[src/hdl/sha256_stream_hash_defines.svh]
// Assertion macros for the streaming SHA-256 block.
`ifndef SHA256_STREAM_HASH_DEFINES_SVH
`define SHA256_STREAM_HASH_DEFINES_SVH
`ifndef ASSERT_OFF
`define SHA_ASSERT_IMP(lbl, clk, rst_n, ante, cons) \
	lbl: assert property (@(posedge clk) disable iff (!rst_n) (ante) |-> (cons)) \
		else $error("assertion failed");
`define SHA_ASSERT_NXT(lbl, clk, rst_n, ante, cons) \
	lbl: assert property (@(posedge clk) disable iff (!rst_n) (ante) |=> (cons)) \
		else $error("assertion failed");
`else
`define SHA_ASSERT_IMP(lbl, clk, rst_n, ante, cons)
`define SHA_ASSERT_NXT(lbl, clk, rst_n, ante, cons)
`endif
`endif

[src/hdl/sha_pkg.sv]
// Shared types, constants and functions of the streaming SHA-256 block.
`default_nettype none
package sha_pkg;
	localparam int unsigned BlockBytes = 64;
	localparam int unsigned Rounds = 64;

	typedef enum logic [2:0] {
		ST_IDLE,
		ST_LOAD,
		ST_ROUND,
		ST_FOLD,
		ST_PAD,
		ST_EMIT
	} state_t;

	// Commands from controller to datapath
	typedef struct packed {
		logic        buf_write;
		logic [1:0]  pad_sel;
		logic        init_work;
		logic        round_en;
		logic        fold;
		logic        reset_chain;
		logic        count_byte;
		logic [5:0]  round_idx;
		logic [5:0]  byte_idx;
	} cmd_t;

	localparam logic [1:0] PAD_DATA = 2'd0;
	localparam logic [1:0] PAD_MARK = 2'd1;
	localparam logic [1:0] PAD_ZERO = 2'd2;
	localparam logic [1:0] PAD_LEN  = 2'd3;

	localparam logic [7:0] PadMarker = 8'h80;
	localparam logic [5:0] LenStart = 6'd56;

	localparam logic [31:0] InitHash [8] = '{
		32'h6a09e667, 32'hbb67ae85, 32'h3c6ef372, 32'ha54ff53a,
		32'h510e527f, 32'h9b05688c, 32'h1f83d9ab, 32'h5be0cd19
	};

	localparam logic [31:0] RoundK [64] = '{
		32'h428a2f98, 32'h71374491, 32'hb5c0fbcf, 32'he9b5dba5,
		32'h3956c25b, 32'h59f111f1, 32'h923f82a4, 32'hab1c5ed5,
		32'hd807aa98, 32'h12835b01, 32'h243185be, 32'h550c7dc3,
		32'h72be5d74, 32'h80deb1fe, 32'h9bdc06a7, 32'hc19bf174,
		32'he49b69c1, 32'hefbe4786, 32'h0fc19dc6, 32'h240ca1cc,
		32'h2de92c6f, 32'h4a7484aa, 32'h5cb0a9dc, 32'h76f988da,
		32'h983e5152, 32'ha831c66d, 32'hb00327c8, 32'hbf597fc7,
		32'hc6e00bf3, 32'hd5a79147, 32'h06ca6351, 32'h14292967,
		32'h27b70a85, 32'h2e1b2138, 32'h4d2c6dfc, 32'h53380d13,
		32'h650a7354, 32'h766a0abb, 32'h81c2c92e, 32'h92722c85,
		32'ha2bfe8a1, 32'ha81a664b, 32'hc24b8b70, 32'hc76c51a3,
		32'hd192e819, 32'hd6990624, 32'hf40e3585, 32'h106aa070,
		32'h19a4c116, 32'h1e376c08, 32'h2748774c, 32'h34b0bcb5,
		32'h391c0cb3, 32'h4ed8aa4a, 32'h5b9cca4f, 32'h682e6ff3,
		32'h748f82ee, 32'h78a5636f, 32'h84c87814, 32'h8cc70208,
		32'h90befffa, 32'ha4506ceb, 32'hbef9a3f7, 32'hc67178f2
	};

	function automatic logic [31:0] rotr(input logic [31:0] x, input int unsigned n);
		rotr = (x >> n) | (x << (32 - n));
	endfunction
endpackage
`default_nettype wire

[src/hdl/sha256_stream_hash.sv]
// Streaming SHA-256: top level joining controller and datapath.
// Each byte is taken in the idle state; a full block then passes through load, 64 rounds and fold.
// An end item pads byte by byte, compresses one or two blocks, then offers eight words.
// New bytes are stalled while a block is compressed by the single round unit.
// Reset arst_n is asynchronous, active low; the chain returns to the initial hash values.
// The block buffer is written before it is read and needs no clearing pass.
`default_nettype none
module sha256_stream_hash (
	input  wire logic        clk,
	input  wire logic        arst_n,
	input  wire logic        in_valid,
	output logic             in_stall,
	input  wire logic [7:0]  data_byte,
	input  wire logic        byte_present,
	input  wire logic        end_of_message,
	output logic             out_valid,
	input  wire logic        out_stall,
	output logic [31:0]      digest_word,
	output logic [2:0]       word_index,
	output logic             last_word
);
	sha_pkg::cmd_t cmd;

	sha_ctrl u_ctrl (
		.clk            (clk),
		.arst_n         (arst_n),
		.in_valid       (in_valid),
		.in_stall       (in_stall),
		.byte_present   (byte_present),
		.end_of_message (end_of_message),
		.out_valid      (out_valid),
		.out_stall      (out_stall),
		.word_index     (word_index),
		.last_word      (last_word),
		.cmd            (cmd)
	);

	sha_datapath u_dp (
		.clk         (clk),
		.arst_n      (arst_n),
		.cmd         (cmd),
		.data_byte   (data_byte),
		.out_sel     (word_index),
		.digest_word (digest_word)
	);
endmodule
`default_nettype wire

[src/hdl/sha_datapath.sv]
// Datapath: block buffer, schedule, round logic, chaining words and byte count.
`default_nettype none
module sha_datapath (
	input  wire logic          clk,
	input  wire logic          arst_n,
	input  wire sha_pkg::cmd_t cmd,
	input  wire logic [7:0]    data_byte,
	input  wire logic [2:0]    out_sel,
	output logic [31:0]        digest_word
);
	logic [31:0] w_q [16];
	logic [31:0] v_q [8];
	logic [31:0] h_q [8];
	logic [63:0] total_q;
	logic [63:0] bits;
	logic [7:0]  wr_byte;
	logic [31:0] w15, w2, s0, s1, w_new, w_cur, t1, t2;
	logic [3:0]  ri;

	assign bits = {total_q[60:0], 3'b000};

	// Select the byte stored into the buffer
	always_comb begin
		case (cmd.pad_sel)
			sha_pkg::PAD_DATA: wr_byte = data_byte;
			sha_pkg::PAD_MARK: wr_byte = sha_pkg::PadMarker;
			sha_pkg::PAD_LEN:  wr_byte = bits[{~cmd.byte_idx[2:0], 3'b000} +: 8];
			default:           wr_byte = 8'h00;
		endcase
	end

	// Round arithmetic
	always_comb begin
		ri = cmd.round_idx[3:0];
		w15 = w_q[ri + 4'd1];
		w2 = w_q[ri + 4'd14];
		s0 = sha_pkg::rotr(w15, 7) ^ sha_pkg::rotr(w15, 18) ^ (w15 >> 3);
		s1 = sha_pkg::rotr(w2, 17) ^ sha_pkg::rotr(w2, 19) ^ (w2 >> 10);
		w_new = w_q[ri] + s0 + w_q[ri + 4'd9] + s1;
		w_cur = (cmd.round_idx < 6'd16) ? w_q[ri] : w_new;
		t1 = v_q[7] + (sha_pkg::rotr(v_q[4], 6) ^ sha_pkg::rotr(v_q[4], 11)
			^ sha_pkg::rotr(v_q[4], 25)) + ((v_q[4] & v_q[5]) ^ (~v_q[4] & v_q[6]))
			+ sha_pkg::RoundK[cmd.round_idx] + w_cur;
		t2 = (sha_pkg::rotr(v_q[0], 2) ^ sha_pkg::rotr(v_q[0], 13)
			^ sha_pkg::rotr(v_q[0], 22)) + ((v_q[0] & v_q[1]) ^ (v_q[0] & v_q[2])
			^ (v_q[1] & v_q[2]));
	end

	// Schedule words hold the block buffer: pack each byte big-endian into its word
	always_ff @(posedge clk) begin
		if (cmd.round_en) begin
			w_q[ri] <= w_cur;
		end else if (cmd.buf_write) begin
			w_q[cmd.byte_idx[5:2]][{~cmd.byte_idx[1:0], 3'b000} +: 8] <= wr_byte;
		end
	end

	// Working variables
	always_ff @(posedge clk) begin
		if (cmd.init_work) begin
			for (int i = 0; i < 8; i++) begin
				v_q[i] <= h_q[i];
			end
		end else if (cmd.round_en) begin
			v_q[7] <= v_q[6];
			v_q[6] <= v_q[5];
			v_q[5] <= v_q[4];
			v_q[4] <= v_q[3] + t1;
			v_q[3] <= v_q[2];
			v_q[2] <= v_q[1];
			v_q[1] <= v_q[0];
			v_q[0] <= t1 + t2;
		end
	end

	// Chaining words and byte count
	always_ff @(posedge clk or negedge arst_n) begin
		if (!arst_n) begin
			for (int i = 0; i < 8; i++) begin
				h_q[i] <= sha_pkg::InitHash[i];
			end
			total_q <= '0;
		end else begin
			if (cmd.reset_chain) begin
				for (int i = 0; i < 8; i++) begin
					h_q[i] <= sha_pkg::InitHash[i];
				end
			end else if (cmd.fold) begin
				for (int i = 0; i < 8; i++) begin
					h_q[i] <= h_q[i] + v_q[i];
				end
			end
			if (cmd.reset_chain) begin
				total_q <= '0;
			end else if (cmd.count_byte) begin
				total_q <= total_q + 64'd1;
			end
		end
	end

	assign digest_word = h_q[out_sel];
endmodule
`default_nettype wire

[src/hdl/sha_ctrl.sv]
// Controller: sequences byte intake, compression rounds, padding and digest output.
`default_nettype none
`include "sha256_stream_hash_defines.svh"
module sha_ctrl (
	input  wire logic       clk,
	input  wire logic       arst_n,
	input  wire logic       in_valid,
	output logic            in_stall,
	input  wire logic       byte_present,
	input  wire logic       end_of_message,
	output logic            out_valid,
	input  wire logic       out_stall,
	output logic [2:0]      word_index,
	output logic            last_word,
	output sha_pkg::cmd_t   cmd
);
	sha_pkg::state_t state_q, state_d;
	logic [5:0] fill_q, fill_d;
	logic [5:0] round_q, round_d;
	logic [2:0] word_q, word_d;
	logic       pend_end_q, pend_end_d;
	logic       final_q, final_d;
	logic       extra_q, extra_d;
	logic       accept;

	assign accept = in_valid && !in_stall;

	// State register
	always_ff @(posedge clk or negedge arst_n) begin
		if (!arst_n) begin
			state_q <= sha_pkg::ST_IDLE;
			fill_q <= '0;
			round_q <= '0;
			word_q <= '0;
			pend_end_q <= 1'b0;
			final_q <= 1'b0;
			extra_q <= 1'b0;
		end else begin
			state_q <= state_d;
			fill_q <= fill_d;
			round_q <= round_d;
			word_q <= word_d;
			pend_end_q <= pend_end_d;
			final_q <= final_d;
			extra_q <= extra_d;
		end
	end

	// Next state and commands
	always_comb begin
		state_d = state_q;
		fill_d = fill_q;
		round_d = round_q;
		word_d = word_q;
		pend_end_d = pend_end_q;
		final_d = final_q;
		extra_d = extra_q;
		cmd = '0;
		cmd.round_idx = round_q;
		cmd.byte_idx = fill_q;
		in_stall = 1'b1;
		out_valid = 1'b0;
		case (state_q)
			sha_pkg::ST_IDLE: begin
				in_stall = 1'b0;
				if (in_valid) begin
					if (byte_present) begin
						cmd.buf_write = 1'b1;
						cmd.pad_sel = sha_pkg::PAD_DATA;
						cmd.count_byte = 1'b1;
						fill_d = fill_q + 6'd1;
					end
					pend_end_d = end_of_message;
					final_d = 1'b0;
					if (byte_present && fill_q == 6'd63) begin
						state_d = sha_pkg::ST_LOAD;
					end else if (end_of_message) begin
						state_d = sha_pkg::ST_PAD;
						final_d = 1'b0;
						// mark written next cycle at fill position
						pend_end_d = 1'b1;
					end
				end
			end
			sha_pkg::ST_LOAD: begin
				cmd.init_work = 1'b1;
				round_d = '0;
				state_d = sha_pkg::ST_ROUND;
			end
			sha_pkg::ST_ROUND: begin
				cmd.round_en = 1'b1;
				round_d = round_q + 6'd1;
				if (round_q == 6'd63) begin
					state_d = sha_pkg::ST_FOLD;
				end
			end
			sha_pkg::ST_FOLD: begin
				cmd.fold = 1'b1;
				if (final_q) begin
					word_d = '0;
					state_d = sha_pkg::ST_EMIT;
				end else if (pend_end_q || extra_q) begin
					// Padding goes on in the next block
					extra_d = 1'b0;
					state_d = sha_pkg::ST_PAD;
				end else begin
					state_d = sha_pkg::ST_IDLE;
				end
			end
			sha_pkg::ST_PAD: begin
				// First pad cycle after an end writes the marker
				cmd.buf_write = 1'b1;
				fill_d = fill_q + 6'd1;
				if (pend_end_q) begin
					cmd.pad_sel = sha_pkg::PAD_MARK;
					pend_end_d = 1'b0;
				end else if (final_q && fill_q >= sha_pkg::LenStart) begin
					cmd.pad_sel = sha_pkg::PAD_LEN;
				end else begin
					cmd.pad_sel = sha_pkg::PAD_ZERO;
				end
				if (pend_end_q && fill_q <= 6'd55) begin
					final_d = 1'b1;
				end
				if (fill_q == 6'd63) begin
					state_d = sha_pkg::ST_LOAD;
					// No room for the length: it follows in an extra block
					if (!final_q) begin
						extra_d = 1'b1;
					end
				end else if (fill_q == 6'd55 && !pend_end_q && !final_q) begin
					// Zeros reached the length field: switch to the final block
					final_d = 1'b1;
				end
				if (pend_end_q && fill_q == 6'd63) begin
					final_d = 1'b0;
				end
			end
			sha_pkg::ST_EMIT: begin
				out_valid = 1'b1;
				if (!out_stall) begin
					word_d = word_q + 3'd1;
					if (word_q == 3'd7) begin
						cmd.reset_chain = 1'b1;
						fill_d = '0;
						final_d = 1'b0;
						state_d = sha_pkg::ST_IDLE;
					end
				end
			end
			default: begin
				state_d = sha_pkg::ST_IDLE;
			end
		endcase
	end

	assign word_index = word_q;
	assign last_word = (word_q == 3'd7);

	`SHA_ASSERT_IMP(a_out_only_emit, clk, arst_n, out_valid, state_q == sha_pkg::ST_EMIT)
	`SHA_ASSERT_IMP(a_take_only_idle, clk, arst_n, accept, state_q == sha_pkg::ST_IDLE)
	`SHA_ASSERT_NXT(a_round_to_fold, clk, arst_n,
		state_q == sha_pkg::ST_ROUND && round_q == 6'd63, state_q == sha_pkg::ST_FOLD)
	`SHA_ASSERT_NXT(a_chain_reset, clk, arst_n,
		out_valid && !out_stall && last_word, state_q == sha_pkg::ST_IDLE && fill_q == 6'd0)
endmodule
`default_nettype wire
[config.mk]
export PLATFORM = sky130hd
export DESIGN_NAME = sha256_stream_hash
export DESIGN_NICKNAME = d
export VERILOG_FILES = /design/src/hdl/sha_pkg.sv /design/src/hdl/sha256_stream_hash.sv /design/src/hdl/sha_datapath.sv /design/src/hdl/sha_ctrl.sv
export VERILOG_INCLUDE_DIRS = /design/src /design/src/hdl
export SDC_FILE = /design/constraint.sdc
export NUM_CORES = 2
export LEC_CHECK = 0
export BUFFER_PORTS_ARGS = -buffer_cell sky130_fd_sc_hd__buf_4
export CORE_MARGIN = 1
export CORE_UTILIZATION = 43
export DETAILED_ROUTE_END_ITERATION = 6
export PLACE_DENSITY = 0.69
export RECOVER_POWER = 25
export SLEW_MARGIN = 20
export SYNTH_ARGS = -nofsm -noshare
export SYNTH_HDL_FRONTEND = slang
export SYNTH_SLANG_ARGS = --single-unit
export TNS_END_PERCENT = 50
[constraint.sdc]
create_clock -name clk -period 27.2 [get_ports clk]
set_clock_uncertainty 0.1 [all_clocks]
set_input_delay 8.16 -clock clk [delete_from_list [all_inputs] [get_ports clk]]
set_output_delay 8.16 -clock clk [all_outputs]
set_load 0.01 [all_outputs]
==> run_results.csv <==
group,metric,value,unit
die,rows,159,
run_status,status,"finished with violations",
critical_path,crit_top_cell,"fa_1",
placed_design,placed_cell_area,84400,sq um
cts,h-tree-depth,3,
synth,yosysUniqueCellTypes,90,
die,coreArea,188000,sq um
detailed_routing,drc,10,
synth,synth_top_area_frac,0.284,
detailed_routing,vias,63325,
synth,syn_avg_cell_area,10.5,sq um
placed_design,dp_hpwl,197000,um
sta,worst_slew_pin_slew,9130,ps
global_route,overflow,0,
critical_path,rrSetupSlack,11580,ps
global_route,grt_pass1_wl,403000,um
sta,holdWs,424,ps
cts,post_cts_buffers,0,
sta,finalSetupTns,0,ps
die,die_width,437,um
sta,fmax,0.0640,GHz
synth,synth-main-ff-cell,"edfxtp_1",
cts,clock-sinks,1106,
placed_design,dp.cells,9968,
sta,hold_violations,0,
global_route,grt_pass1_vias,61769,
cells_and_area,finalNonFillerCells,10183,
placed_design,io_buffers,51,
run_status,violations,"design-rule violations, max-capacitance violations, max-slew violations",
detailed_routing,dr.pass1.iters,7,
die,die_area,191000,sq um
sta,grt_setup_unrepaired,"no",
cells_and_area,diodes,0,
cts,cts_hold_buffers,0,
critical_path,startpoint_type,"register",
cts,cts_tree,"done",
sta,slew_headroom,-5.09,
critical_path,cp-endpoint,"u_dp.v_q[0][31]",
detailed_routing,drt-total-wl,274000,um
cells_and_area,final_design_area_no_fill,88100,sq um
global_route,antenna_found_initial,9,
sta,final_max_slew_viol_count,814,
critical_path,max_stage_delay,1710,ps
synth,syn-num-nets,8340,
critical_path,path_max_fanout,59,
detailed_routing,wl_per_cell,26.9,um
critical_path,critPathArrivalTime,15890,ps
cts,cts_buffers,116,
cells_and_area,drive_gt1_frac,0.134,
synth,synth_edf_count,768,
cts,clock_latency,780,ps
synth,synth_cells,7721,
run,max_cap_violations,11,
placed_design,place_congestion,1.06,
synth,synth_area,81300,sq um
synth,synth_top_area_cell,"edfxtp_1",
global_route,grt_start_max_net_pins,157,
critical_path,crit_path_end_kind,"register",
global_route,grt_use_total,0.281,
cells_and_area,nets,8210,
worst_hold_path,holdCritPathClass,"reg -> reg",
synth,synth.area.top_cells,"edfxtp_1 28%, mux4_2 10%, ha_1 6.3%",
detailed_routing,avgViaCountPerCell,6.22,
cts,clockBufferDepth,3,
synth,ys_ff_latch,1106,
critical_path,worst_r2r_path_depth,41,
detailed_routing,drtIter0Drc,7179,
sta,setup_viol,0,
cts,post_cts_resized,0,
cts,clkSlewWorstSetupHoldPaths,70,ps
cells_and_area,syn_to_final_growth,8.45,%
synth,synth.most_common_cell,"nand2_1",
synth,ys_seq_area_frac,0.390,
critical_path,cp.required,27470,ps
synth,yosysWarnings,0,
die,chipHeight,437,um
critical_path,critical_path_class,"reg -> reg",
synth,async_reset_ff_frac,0.306,
detailed_routing,ant_nets,0,
die,start_util,0.433,
critical_path,worstReg2RegStart,"u_ctrl.round_q[0]",
sta,fin_crit,15620,ps
sta,period_share,0.574,
die,ios,52,
critical_path,rr_endpoint,"u_dp.v_q[0][31]",
critical_path,startpoint,"u_ctrl.round_q[0]",
synth,ys_top_cells_by_count,"1053 x nand2_1, 768 x edfxtp_1, 502 x a21oi_1",
critical_path,slowest_stage,"dfrtp_1",
cts,clockRootBuffer,"clkbuf_16",
[cell type report]
cell class	instances	area [sq um]
Inverter	372	1400
Timing Repair Buffer	187	1440
Sequential cell	1106	31700
Tap cell	2495	3120
Fill cell	17118	99700
Clock inverter	61	614
Clock buffer	154	3190
Multi-Input combinational cell	5808	46600
[registers in the layout, summed over array words and instances (netlist names)]
| signal | flops |
|---|---|
| u_dp.w_q | 512 |
| u_dp.h_q | 256 |
| u_dp.v_q | 256 |
| u_dp.total_q | 61 |
| u_ctrl.fill_q | 6 |
| u_ctrl.round_q | 6 |
| u_ctrl.state_q | 3 |
| u_ctrl.word_index | 3 |
| u_ctrl.extra_q | 1 |
| u_ctrl.final_q | 1 |
| u_ctrl.pend_end_q | 1 |
[worst max-delay path: cells and delay by family, from the launching register on]
family | cells | cell delay (ps)
adder cells (fa/ha/maj) | 8 | 3600
flip-flops | 1 | 1710
XOR/XNOR | 5 | 1060
buffers and inverters | 5 | 1850
AND/OR/NAND/NOR | 2 | 500
AO/OA/AOI/OAI | 18 | 4920
multiplexers | 3 | 1360
[stage by stage]
stage          utilization  setup WS, ps
3_5_place_dp         0.449         12460
5_1_grt              0.469         10840
2_1_floorplan            -         13810
3_3_place_gp         0.449         12500
6_report             0.469         11580
4_1_cts              0.469         12410
[routing by layer]
layer	wire (um)	global-route usage	share of wire
met1	107000	0.366	0.39
met2	126000	0.450	0.46
met3	23300	0.0458	0.085
met4	16900	0.149	0.062
met5	0	0	0
[cells by family (layout without fill, tap and decap cells)]
kind of cell,after synthesis,after routing,share of synthesized area
simple gates,2116,2116,0.113
compound gates,1702,1702,0.128
flops,1106,1106,0.390
mux,746,746,0.149
xor+xnor,621,621,0.0673
fa+ha+maj,623,623,0.113
buf+inv,807,774,0.0387
[placed cells by master (no fill, tap or decap), drive strengths merged, types with 18 or more instances in the layout]
cell | synthesis | layout
or3 | 35 | 35
nand4 | 36 | 36
buf | 97 | 179
a21boi | 18 | 18
a21o | 179 | 179
dfrtp | 202 | 202
o21ai | 521 | 521
clkinv | 2 | 43
xor2 | 280 | 280
nand2b | 59 | 59
maj3 | 18 | 18
o211ai | 40 | 40
and3 | 46 | 46
mux2i | 295 | 295
nor2b | 56 | 56
nand2 | 1053 | 1053
o22ai | 45 | 45
nor3 | 117 | 117
a31oi | 48 | 48
a21oi | 502 | 502
mux2 | 89 | 89
o21bai | 45 | 45
mux4 | 362 | 362
o21a | 52 | 52
clkbuf | 338 | 162
ha | 410 | 410
dfstp | 136 | 136
o31ai | 35 | 35
inv | 370 | 377
nor2 | 479 | 479
a211oi | 46 | 46
nand3 | 133 | 133
xnor2 | 340 | 340
fa | 195 | 195
and2 | 25 | 25
edfxtp | 768 | 768
[worst min path at each step]
| stage | start | to | slack [ps] | cells past startpoint |
|---|---|---|---|---|
| after CTS | u_dp.h_q[88] | u_dp.h_q[88] | 420 | 2 |
| after global placement | u_dp.h_q[191] | u_dp.h_q[191] | 400 | 1 |
| final | u_dp.h_q[88] | u_dp.h_q[88] | 420 | 2 |
| after floorplan | u_dp.h_q[31] | u_dp.h_q[31] | 370 | 1 |
| after detailed placement | u_dp.h_q[88] | u_dp.h_q[88] | 410 | 2 |
| after global routing | u_dp.h_q[205] | u_dp.h_q[205] | 440 | 2 |
Power is left out: the tool's default activity adds up to more than one toggle a clock period on the data nets, which glitch-free logic cannot reach.
